**config.mk**
```make
export PLATFORM = sky130hd
export DESIGN_NAME = message_queue_with_priority_waiters
export DESIGN_NICKNAME = d
export VERILOG_FILES = /design/src/mqpw_pkg.sv /design/src/message_queue_with_priority_waiters.sv /design/src/mqpw_front.sv /design/src/mqpw_waiters.sv /design/src/mqpw_back.sv
export SDC_FILE = /design/constraint.sdc
export NUM_CORES = 1
export LEC_CHECK = 0
export BUFFER_PORTS_ARGS = -buffer_cell sky130_fd_sc_hd__buf_2
export CORE_UTILIZATION = 45
export CTS_BUF_LIST = sky130_fd_sc_hd__clkbuf_4 sky130_fd_sc_hd__clkbuf_8
export CTS_CLUSTER_DIAMETER = 30
export DETAILED_ROUTE_END_ITERATION = 6
export MAX_ROUTING_LAYER = met4
export PLACE_DENSITY_LB_ADDON = 0.15
export SYNTH_ARGS = -nofsm -noshare
export SYNTH_HDL_FRONTEND = slang
export SYNTH_SLANG_ARGS = --single-unit
```
**constraint.sdc**
```tcl
create_clock -name clk -period 5.62 [get_ports clk]
set_input_delay 0.562 -clock clk [delete_from_list [all_inputs] [get_ports clk]]
set_output_delay 0.562 -clock clk [all_outputs]
set_load 0.05 [all_outputs]
```
**src/mqpw_pkg.sv**
```systemverilog
// package for the message queue with priority waiters
// holds transaction types, action and status codes, sizing constants
package mqpw_pkg;

    localparam int SLOT_DEPTH   = 16;
    localparam int WAITER_DEPTH = 8;
    localparam int MESSAGE_BITS = 32;
    localparam int SLOT_W       = (SLOT_DEPTH > 1) ? $clog2(SLOT_DEPTH) : 1;
    localparam int CNT_W        = $clog2(SLOT_DEPTH + 1);
    localparam int WIDX_W       = (WAITER_DEPTH > 1) ? $clog2(WAITER_DEPTH) : 1;
    localparam int WCNT_W       = $clog2(WAITER_DEPTH + 1);
    localparam int QUEUE_DEPTH  = 2;

    localparam logic [1:0] ACT_SEND = 2'd0;
    localparam logic [1:0] ACT_JAM  = 2'd1;
    localparam logic [1:0] ACT_RECV = 2'd2;
    localparam logic [1:0] ACT_BAD  = 2'd3;

    localparam logic [1:0] ST_DONE   = 2'd0;
    localparam logic [1:0] ST_FAIL   = 2'd1;
    localparam logic [1:0] ST_QUEUED = 2'd2;
    localparam logic [1:0] ST_WFULL  = 2'd3;

    typedef struct packed {
        logic [1:0]  action;
        logic [31:0] message;
        logic        blocking;
        logic [7:0]  thread_id;
        logic [7:0]  thread_priority;
    } req_t;

    typedef struct packed {
        logic [1:0]  status;
        logic [31:0] message_out;
        logic        wake_valid;
        logic [7:0]  wake_thread_id;
        logic        preempt;
        logic [4:0]  fill_level;
    } rsp_t;

    typedef struct packed {
        logic [7:0] id;
        logic [7:0] prio;
    } waiter_t;

endpackage

```
**src/message_queue_with_priority_waiters.sv**
```systemverilog
// top level of the message queue with priority waiters
// depends on mqpw_pkg, mqpw_front, mqpw_back
//
// channel   direction  handshake               payload
// in        input      in_valid / in_stall     req_t
// out       output     out_valid / out_stall   rsp_t
// cfg       input      cfg_valid / cfg_ready   capacity, 5 bits
//
// a request's response follows its idle lookahead and exec states;
// a successful receive adds a slot read state after exec
// the back end starts the next request only once out is empty, so each
// transaction runs through its states and any out_stall cycles first
// two front queue entries let requests arrive while the back end works
// a capacity write empties the ring, both waiter lists and the front queue
// rst_n clears all control state; stored messages and waiters are not reset
module message_queue_with_priority_waiters
    import mqpw_pkg::*;
(
    input  logic       clk,
    input  logic       rst_n,
    input  logic       cfg_valid,
    output logic       cfg_ready,
    input  logic [4:0] cfg_data,
    input  logic       in_valid,
    output logic       in_stall,
    input  req_t       in_data,
    output logic       out_valid,
    input  logic       out_stall,
    output rsp_t       out_data
);

    logic q_valid, q_pop, cfg_wr;
    req_t q_req;

    assign cfg_ready = 1'b1;
    assign cfg_wr    = cfg_valid && cfg_ready;

    mqpw_front u_front (
        .clk      (clk),
        .rst_n    (rst_n),
        .flush    (cfg_wr),
        .in_valid (in_valid),
        .in_stall (in_stall),
        .in_req   (in_data),
        .q_valid  (q_valid),
        .q_pop    (q_pop),
        .q_req    (q_req)
    );

    mqpw_back u_back (
        .clk       (clk),
        .rst_n     (rst_n),
        .cfg_valid (cfg_wr),
        .cfg_data  (cfg_data),
        .q_valid   (q_valid),
        .q_pop     (q_pop),
        .q_req     (q_req),
        .out_valid (out_valid),
        .out_stall (out_stall),
        .out_rsp   (out_data)
    );

endmodule

```
**src/mqpw_front.sv**
```systemverilog
// front end: takes request transactions, masks the message, queues them
// depends on mqpw_pkg
module mqpw_front
    import mqpw_pkg::*;
(
    input  logic clk,
    input  logic rst_n,
    input  logic flush,
    input  logic in_valid,
    output logic in_stall,
    input  req_t in_req,
    output logic q_valid,
    input  logic q_pop,
    output req_t q_req
);

    localparam int QI_W = (QUEUE_DEPTH > 1) ? $clog2(QUEUE_DEPTH) : 1;
    localparam int QC_W = $clog2(QUEUE_DEPTH + 1);

    req_t            buf_reg [QUEUE_DEPTH];
    logic [QI_W-1:0] wr_reg, wr_next, rd_reg, rd_next;
    logic [QC_W-1:0] cnt_reg, cnt_next;
    logic            push;
    req_t            clean;

    assign in_stall = (cnt_reg == QC_W'(QUEUE_DEPTH));
    assign push     = in_valid && !in_stall;
    assign q_valid  = (cnt_reg != '0);
    assign q_req    = buf_reg[rd_reg];

    always_comb
    begin
        clean = in_req;
        clean.message = in_req.message & 32'((64'd1 << MESSAGE_BITS) - 64'd1);
        wr_next = wr_reg;
        rd_next = rd_reg;
        if (push)
        begin
            wr_next = (wr_reg == QI_W'(QUEUE_DEPTH - 1)) ? '0 : wr_reg + 1'b1;
        end
        if (q_pop)
        begin
            rd_next = (rd_reg == QI_W'(QUEUE_DEPTH - 1)) ? '0 : rd_reg + 1'b1;
        end
        cnt_next = cnt_reg + QC_W'(push) - QC_W'(q_pop);
    end

    always_ff @(posedge clk)
    begin
        if (push)
        begin
            buf_reg[wr_reg] <= clean;
        end
    end

    always_ff @(posedge clk or negedge rst_n)
    begin
        if (!rst_n)
        begin
            wr_reg  <= '0;
            rd_reg  <= '0;
            cnt_reg <= '0;
        end
        else if (flush)
        begin
            wr_reg  <= '0;
            rd_reg  <= '0;
            cnt_reg <= '0;
        end
        else
        begin
            wr_reg  <= wr_next;
            rd_reg  <= rd_next;
            cnt_reg <= cnt_next;
        end
    end

endmodule

```
**src/mqpw_waiters.sv**
```systemverilog
// sorted waiter list: registered sorted insert and head pop over a register row
// depends on mqpw_pkg
module mqpw_waiters
    import mqpw_pkg::*;
(
    input  logic              clk,
    input  logic              rst_n,
    input  logic              clear,
    input  logic              ins,
    input  waiter_t           ins_w,
    input  logic              pop,
    output waiter_t           head,
    output logic [WCNT_W-1:0] count
);

    waiter_t           row_reg [WAITER_DEPTH];
    logic [WCNT_W-1:0] cnt_reg;
    logic [WAITER_DEPTH-1:0] after;

    assign head  = row_reg[0];
    assign count = cnt_reg;

    always_comb
    begin
        for (int i = 0; i < WAITER_DEPTH; i++)
        begin
            after[i] = (WCNT_W'(i) < cnt_reg) && (row_reg[i].prio > ins_w.prio);
        end
    end

    always_ff @(posedge clk)
    begin
        for (int i = 0; i < WAITER_DEPTH; i++)
        begin
            if (ins)
            begin
                if (!after[i])
                begin
                    if (i == 0 || after[(i > 0) ? i - 1 : 0])
                    begin
                        row_reg[i] <= ins_w;
                    end
                    else
                    begin
                        row_reg[i] <= row_reg[(i > 0) ? i - 1 : 0];
                    end
                end
            end
            else if (pop && i < WAITER_DEPTH - 1)
            begin
                row_reg[i] <= row_reg[(i < WAITER_DEPTH - 1) ? i + 1 : i];
            end
        end
    end

    always_ff @(posedge clk or negedge rst_n)
    begin
        if (!rst_n)
        begin
            cnt_reg <= '0;
        end
        else if (clear)
        begin
            cnt_reg <= '0;
        end
        else if (ins)
        begin
            cnt_reg <= cnt_reg + 1'b1;
        end
        else if (pop)
        begin
            cnt_reg <= cnt_reg - 1'b1;
        end
    end

endmodule

```
**src/mqpw_back.sv**
```systemverilog
// back end: carries out one request at a time against the ring and waiter lists
// depends on mqpw_pkg and mqpw_waiters
module mqpw_back
    import mqpw_pkg::*;
(
    input  logic       clk,
    input  logic       rst_n,
    input  logic       cfg_valid,
    input  logic [4:0] cfg_data,
    input  logic       q_valid,
    output logic       q_pop,
    input  req_t       q_req,
    output logic       out_valid,
    input  logic       out_stall,
    output rsp_t       out_rsp
);

    localparam logic [1:0] S_IDLE = 2'd0;
    localparam logic [1:0] S_EXEC = 2'd1;
    localparam logic [1:0] S_READ = 2'd2;

    logic [MESSAGE_BITS-1:0] slots [SLOT_DEPTH];
    logic [1:0]        state_reg, state_next;
    logic [SLOT_W-1:0] head_reg, head_next;
    logic [CNT_W-1:0]  cnt_reg, cnt_next;
    logic [CNT_W-1:0]  cap_reg;
    logic [MESSAGE_BITS-1:0] rd_data_reg;
    rsp_t              rsp_reg, rsp_next;
    logic              ov_reg, ov_next;
    logic [SLOT_W-1:0] wslot;
    logic              wr_en;
    logic [CNT_W:0]    tail_sum;
    logic [CNT_W-1:0]  h_ext, cap_m1;
    logic              s_ins, s_pop, r_ins, r_pop;
    waiter_t           s_head, r_head, me;
    logic [WCNT_W-1:0] s_cnt, r_cnt;
    logic [CNT_W-1:0]  cfg_cap;

    assign me      = '{id: q_req.thread_id, prio: q_req.thread_priority};
    assign h_ext   = CNT_W'(head_reg);
    assign cap_m1  = cap_reg - 1'b1;
    assign out_valid = ov_reg;
    assign out_rsp   = rsp_reg;

    always_comb
    begin
        if (cfg_data == 5'd0)
        begin
            cfg_cap = CNT_W'(1);
        end
        else if (32'(cfg_data) > SLOT_DEPTH)
        begin
            cfg_cap = CNT_W'(SLOT_DEPTH);
        end
        else
        begin
            cfg_cap = CNT_W'(cfg_data);
        end
    end

    mqpw_waiters u_send (
        .clk   (clk),
        .rst_n (rst_n),
        .clear (cfg_valid),
        .ins   (s_ins),
        .ins_w (me),
        .pop   (s_pop),
        .head  (s_head),
        .count (s_cnt)
    );

    mqpw_waiters u_recv (
        .clk   (clk),
        .rst_n (rst_n),
        .clear (cfg_valid),
        .ins   (r_ins),
        .ins_w (me),
        .pop   (r_pop),
        .head  (r_head),
        .count (r_cnt)
    );

    always_comb
    begin
        state_next = state_reg;
        head_next  = head_reg;
        cnt_next   = cnt_reg;
        rsp_next   = rsp_reg;
        ov_next    = ov_reg && out_stall;
        q_pop      = 1'b0;
        s_ins      = 1'b0;
        s_pop      = 1'b0;
        r_ins      = 1'b0;
        r_pop      = 1'b0;
        wr_en      = 1'b0;
        wslot      = head_reg;
        tail_sum   = {1'b0, h_ext} + {1'b0, cnt_reg};
        unique case (state_reg)
            S_IDLE:
            begin
                if (q_valid && !ov_reg)
                begin
                    state_next = S_EXEC;
                end
            end
            S_EXEC:
            begin
                q_pop    = 1'b1;
                rsp_next = '0;
                rsp_next.fill_level = 5'(cnt_reg);
                state_next = S_IDLE;
                ov_next  = 1'b1;
                case (q_req.action) inside
                    ACT_SEND, ACT_JAM:
                    begin
                        if (cnt_reg >= cap_reg)
                        begin
                            if (!q_req.blocking)
                            begin
                                rsp_next.status = ST_FAIL;
                            end
                            else if (s_cnt == WCNT_W'(WAITER_DEPTH))
                            begin
                                rsp_next.status = ST_WFULL;
                            end
                            else
                            begin
                                rsp_next.status = ST_QUEUED;
                                s_ins = 1'b1;
                            end
                        end
                        else
                        begin
                            if (q_req.action == ACT_JAM)
                            begin
                                wslot = (head_reg == '0) ? SLOT_W'(cap_m1) : head_reg - 1'b1;
                                head_next = wslot;
                            end
                            else
                            begin
                                if (tail_sum >= {1'b0, cap_reg})
                                begin
                                    tail_sum = tail_sum - {1'b0, cap_reg};
                                end
                                wslot = SLOT_W'(tail_sum);
                            end
                            wr_en = 1'b1;
                            cnt_next = cnt_reg + 1'b1;
                            rsp_next.fill_level = 5'(cnt_reg + 1'b1);
                            if (r_cnt != '0)
                            begin
                                r_pop = 1'b1;
                                rsp_next.wake_valid = 1'b1;
                                rsp_next.wake_thread_id = r_head.id;
                                rsp_next.preempt = r_head.prio > q_req.thread_priority;
                            end
                        end
                    end
                    ACT_RECV:
                    begin
                        if (cnt_reg == '0)
                        begin
                            if (!q_req.blocking)
                            begin
                                rsp_next.status = ST_FAIL;
                            end
                            else if (r_cnt == WCNT_W'(WAITER_DEPTH))
                            begin
                                rsp_next.status = ST_WFULL;
                            end
                            else
                            begin
                                rsp_next.status = ST_QUEUED;
                                r_ins = 1'b1;
                            end
                        end
                        else
                        begin
                            ov_next    = 1'b0;
                            state_next = S_READ;
                            head_next  = (h_ext == cap_m1) ? '0 : head_reg + 1'b1;
                            cnt_next   = cnt_reg - 1'b1;
                            rsp_next.fill_level = 5'(cnt_reg - 1'b1);
                            if (s_cnt != '0)
                            begin
                                s_pop = 1'b1;
                                rsp_next.wake_valid = 1'b1;
                                rsp_next.wake_thread_id = s_head.id;
                                rsp_next.preempt = s_head.prio > q_req.thread_priority;
                            end
                        end
                    end
                    default:
                    begin
                        rsp_next.status = ST_FAIL;
                    end
                endcase
            end
            S_READ:
            begin
                rsp_next.message_out = 32'(rd_data_reg);
                ov_next    = 1'b1;
                state_next = S_IDLE;
            end
            default:
            begin
                state_next = S_IDLE;
            end
        endcase
    end

    always_ff @(posedge clk)
    begin
        if (wr_en)
        begin
            slots[wslot] <= q_req.message[MESSAGE_BITS-1:0];
        end
        rd_data_reg <= slots[head_reg];
        rsp_reg     <= rsp_next;
    end

    always_ff @(posedge clk or negedge rst_n)
    begin
        if (!rst_n)
        begin
            state_reg <= S_IDLE;
            head_reg  <= '0;
            cnt_reg   <= '0;
            cap_reg   <= CNT_W'(SLOT_DEPTH);
            ov_reg    <= 1'b0;
        end
        else if (cfg_valid)
        begin
            state_reg <= S_IDLE;
            head_reg  <= '0;
            cnt_reg   <= '0;
            cap_reg   <= cfg_cap;
            ov_reg    <= 1'b0;
        end
        else
        begin
            state_reg <= state_next;
            head_reg  <= head_next;
            cnt_reg   <= cnt_next;
            ov_reg    <= ov_next;
        end
    end

endmodule

```
==> results.toml <==
[synthesis]
syn_nets = 3025
synthTopCellsByCount = "919 x edfxtp_1, 330 x nor2_1, 273 x a21oi_1"
async_reset_ff_share_pct = 2.96
synth_area_sq_um = 43700
postSynthCellCount = 2802
synth_top_cell_by_area = "edfxtp_1"
synth_most_common_cell = "edfxtp_1"
ys_ff_latch = 980
synth_warnings = 0
synth_area_leaders = "edfxtp_1 63%, mux4_2 8.2%, ha_1 4.6%"
ys_types = 85
yosysSeqAreaShare_pct = 66.2
synthFlopType = "edfxtp_1"
synth_edf_count = 919
avgSynthCellArea_sq_um = 15.6
synth_top_area_share_pct = 63.1

[global_route]
antenna_found_initial = 1
overflow = 0
grt_pass1_wl_um = 155000
grt_max_degree = 154
grt_pass1_vias = 26100
grt_use_total_pct = 21.3

[cells_and_area]
n_fill_cell = 7901
nets = 3297
post_route_cells_drive_above_1_share_pct = 25.1
final_cell_area_sq_um = 51100
largest_register_ffs = 512
area_growth_pct = 16.9

[hold_path]
hold_start = "out_stall"
hp-class = "in -> reg"

[timing]
maxClockFrequency_mhz = 201
fin_skew_ns = 0.0620
rsz0062_at_grt = "no"
slew_headroom_pct = 26.8
hold_viol = 0
layout_min_cycle_time_ns = 4.97
worst_pin_slew_ns = 1.10
setup_tns_ns = 0
drv_slew = 0
whs_ns = 0.0980
fin_crit_sh_pct = 88.4
finalSetupViolCount = 0

[power_and_ir_drop]
peakVddDrop_v = 0.000237
powerDensity_nw_per_um2 = 497
leakagePower_uw = 0.0189

[setup_path]
path_cells = "inv_1, fa_1, inv_1, ha_1, a21boi_0, o22ai_1, nor3_1, mux2i_1, a211oi_1, nand2_1, nor2_4, buf_4"
cp_max_fo = 29
start_kind = "register"
crit_arrival_ns = 5.49
setup.worst_path.end = "u_back.slots[5][22]"
crit_slowest_cell = "dfrtp_4"
rr_worst_depth = 12
r2r_start = "u_back.head_reg[1]"
regToRegSetupSlack_ns = 0.65
required_ns = 6.14
critPathKind = "reg -> reg"
slowest_delay_ns = 0.69
r2r_end = "u_back.slots[5][22]"
cp-end-kind = "register"
cp_common_cell = "inv_1"
startpoint = "u_back.head_reg[1]"

[floorplanning]
die_height_um = 314
fp.dieW_um = 314
ios = 113
die_area_sq_um = 98400
rows = 113
start_util_pct = 45.7
core_sq_um = 95600

[drt]
drc = 0
drt-initial-drc-count = 2220
drt-total-wl_um = 101000
vias = 25200
avgViaCountPerCell = 5.58
wl_per_cell_um = 22.3
dr.pass1.iters = 5
ant_nets = 0

[placement]
hpwlAfterDp_um = 65800
io_buffers = 111
gp_congestion = 0.851
dpl-instance-area_sq_um = 45800

[clock_network]
cts_max_path_buffers = 3
ctsRootBufferMaster = "clkbuf_8"
htreeDepth = 4
cts-buffers-inserted = 203
cts_tree = "built"
insertion_delay_ns = 0.89
clk_pin_slew_ns = 0.06
clock-sinks = 980
post-cts-setup-buffers = 0

[run]
maxCapViolCount = 0

[outcome]
status = "finished, final reports clean"
-- final cells by class --
| type | instances | area, sq um | share of cell area [%] |
|---|---|---|---|
| Clock inverter | 136 | 1490 | 2.92 |
| Sequential cell | 980 | 29000 | 56.7 |
| Tap cell | 1265 | 1580 | 3.10 |
| Inverter | 59 | 221 | 0.433 |
| Multi-Input combinational cell | 1613 | 14000 | 27.4 |
| Antenna cell | 2 | 5.00 | 0.00979 |
| Timing Repair Buffer | 217 | 1610 | 3.14 |
| Clock buffer | 249 | 3220 | 6.30 |
-- worst max-delay path, delay by kind of cell (launching register included) --
family / cells / cell delay [ns]
mux: 1 / 0.24
compound gates: 3 / 0.69
simple gates: 3 / 1.37
flops: 1 / 0.69
fa+ha+maj: 2 / 0.91
buf+inv: 3 / 0.69
-- kinds of logic (layout without fill, tap and decap cells) --
family                     Yosys count  count (layout)  synth area share, %
xor gates and xnor gates            26              26                0.521
and+or+nand+nor                    550             550                 5.70
muxes                              434             434                 14.8
AOI/OAI and AO/OA                  440             440                 5.87
buffers and inverters              209             661                 2.15
DFF                                980             980                 66.2
other                                1               3              0.00858
adders and majority gates          162             162                 4.67
-- metrics by stage --
stage                     cells  util [%]  worst slack, ns  power, uW
final                      4521      53.5            0.650      25400
after global routing       4520      53.5            0.309      26600
after CTS                  4519      53.5            0.638      25700
after detailed placement   4077      47.9            0.672      17100
after global placement     4077      47.9            0.785      16900
after floorplan            2802         -            0.221      14900
-- how the worst min path moves through the flow --
stage,to,cells after the start
after floorplan,u_back.cap_reg[0],0
after global placement,u_back.out_rsp[45],1
after detailed placement,u_back.out_rsp[19],1
after CTS,u_back.out_valid,3
after global routing,u_back.out_valid,3
final,u_back.out_valid,3
-- power by group --
group          internal [uW]  total, uW  switching (uW)  leakage [uW]
combinational           2800       7190            4390       0.00751
clock                   5040       8410            3380       0.00240
sequential              9440       9790             344       0.00899
-- routing by layer --
layer | vias to the layer above | GRT usage [%] | share of wire [%]
met5 | - | - | 0
met4 | 0 | 6.14 | 1.9
met3 | 150 | 4.41 | 5.8
met2 | 794 | 31.3 | 45
met1 | 12800 | 30.1 | 47
li1 | 11500 | - | -
-- repair_timing --
action                                 in CTS  in global routing
gates resized for setup                     0                  0
hold buffers                               57                  0
endpoints found under the hold margin     135                  0
-- cells in the final DEF, fill, tap and decap left out, types with 40 or more instances in the layout --
master / Yosys / routed
a21oi_1: 273 / 273
inv_1: 58 / 58
clkbuf_8: 0 / 216
mux4_2: 160 / 160
mux2_2: 72 / 72
mux2i_1: 191 / 191
o21ai_0: 58 / 56
buf_4: 10 / 40
ha_1: 160 / 158
edfxtp_1: 919 / 919
dlygate4sd3_1: 0 / 57
nand2_1: 70 / 70
buf_2: 42 / 111
nor2_1: 330 / 313
Power figures use the tool's default switching activity.
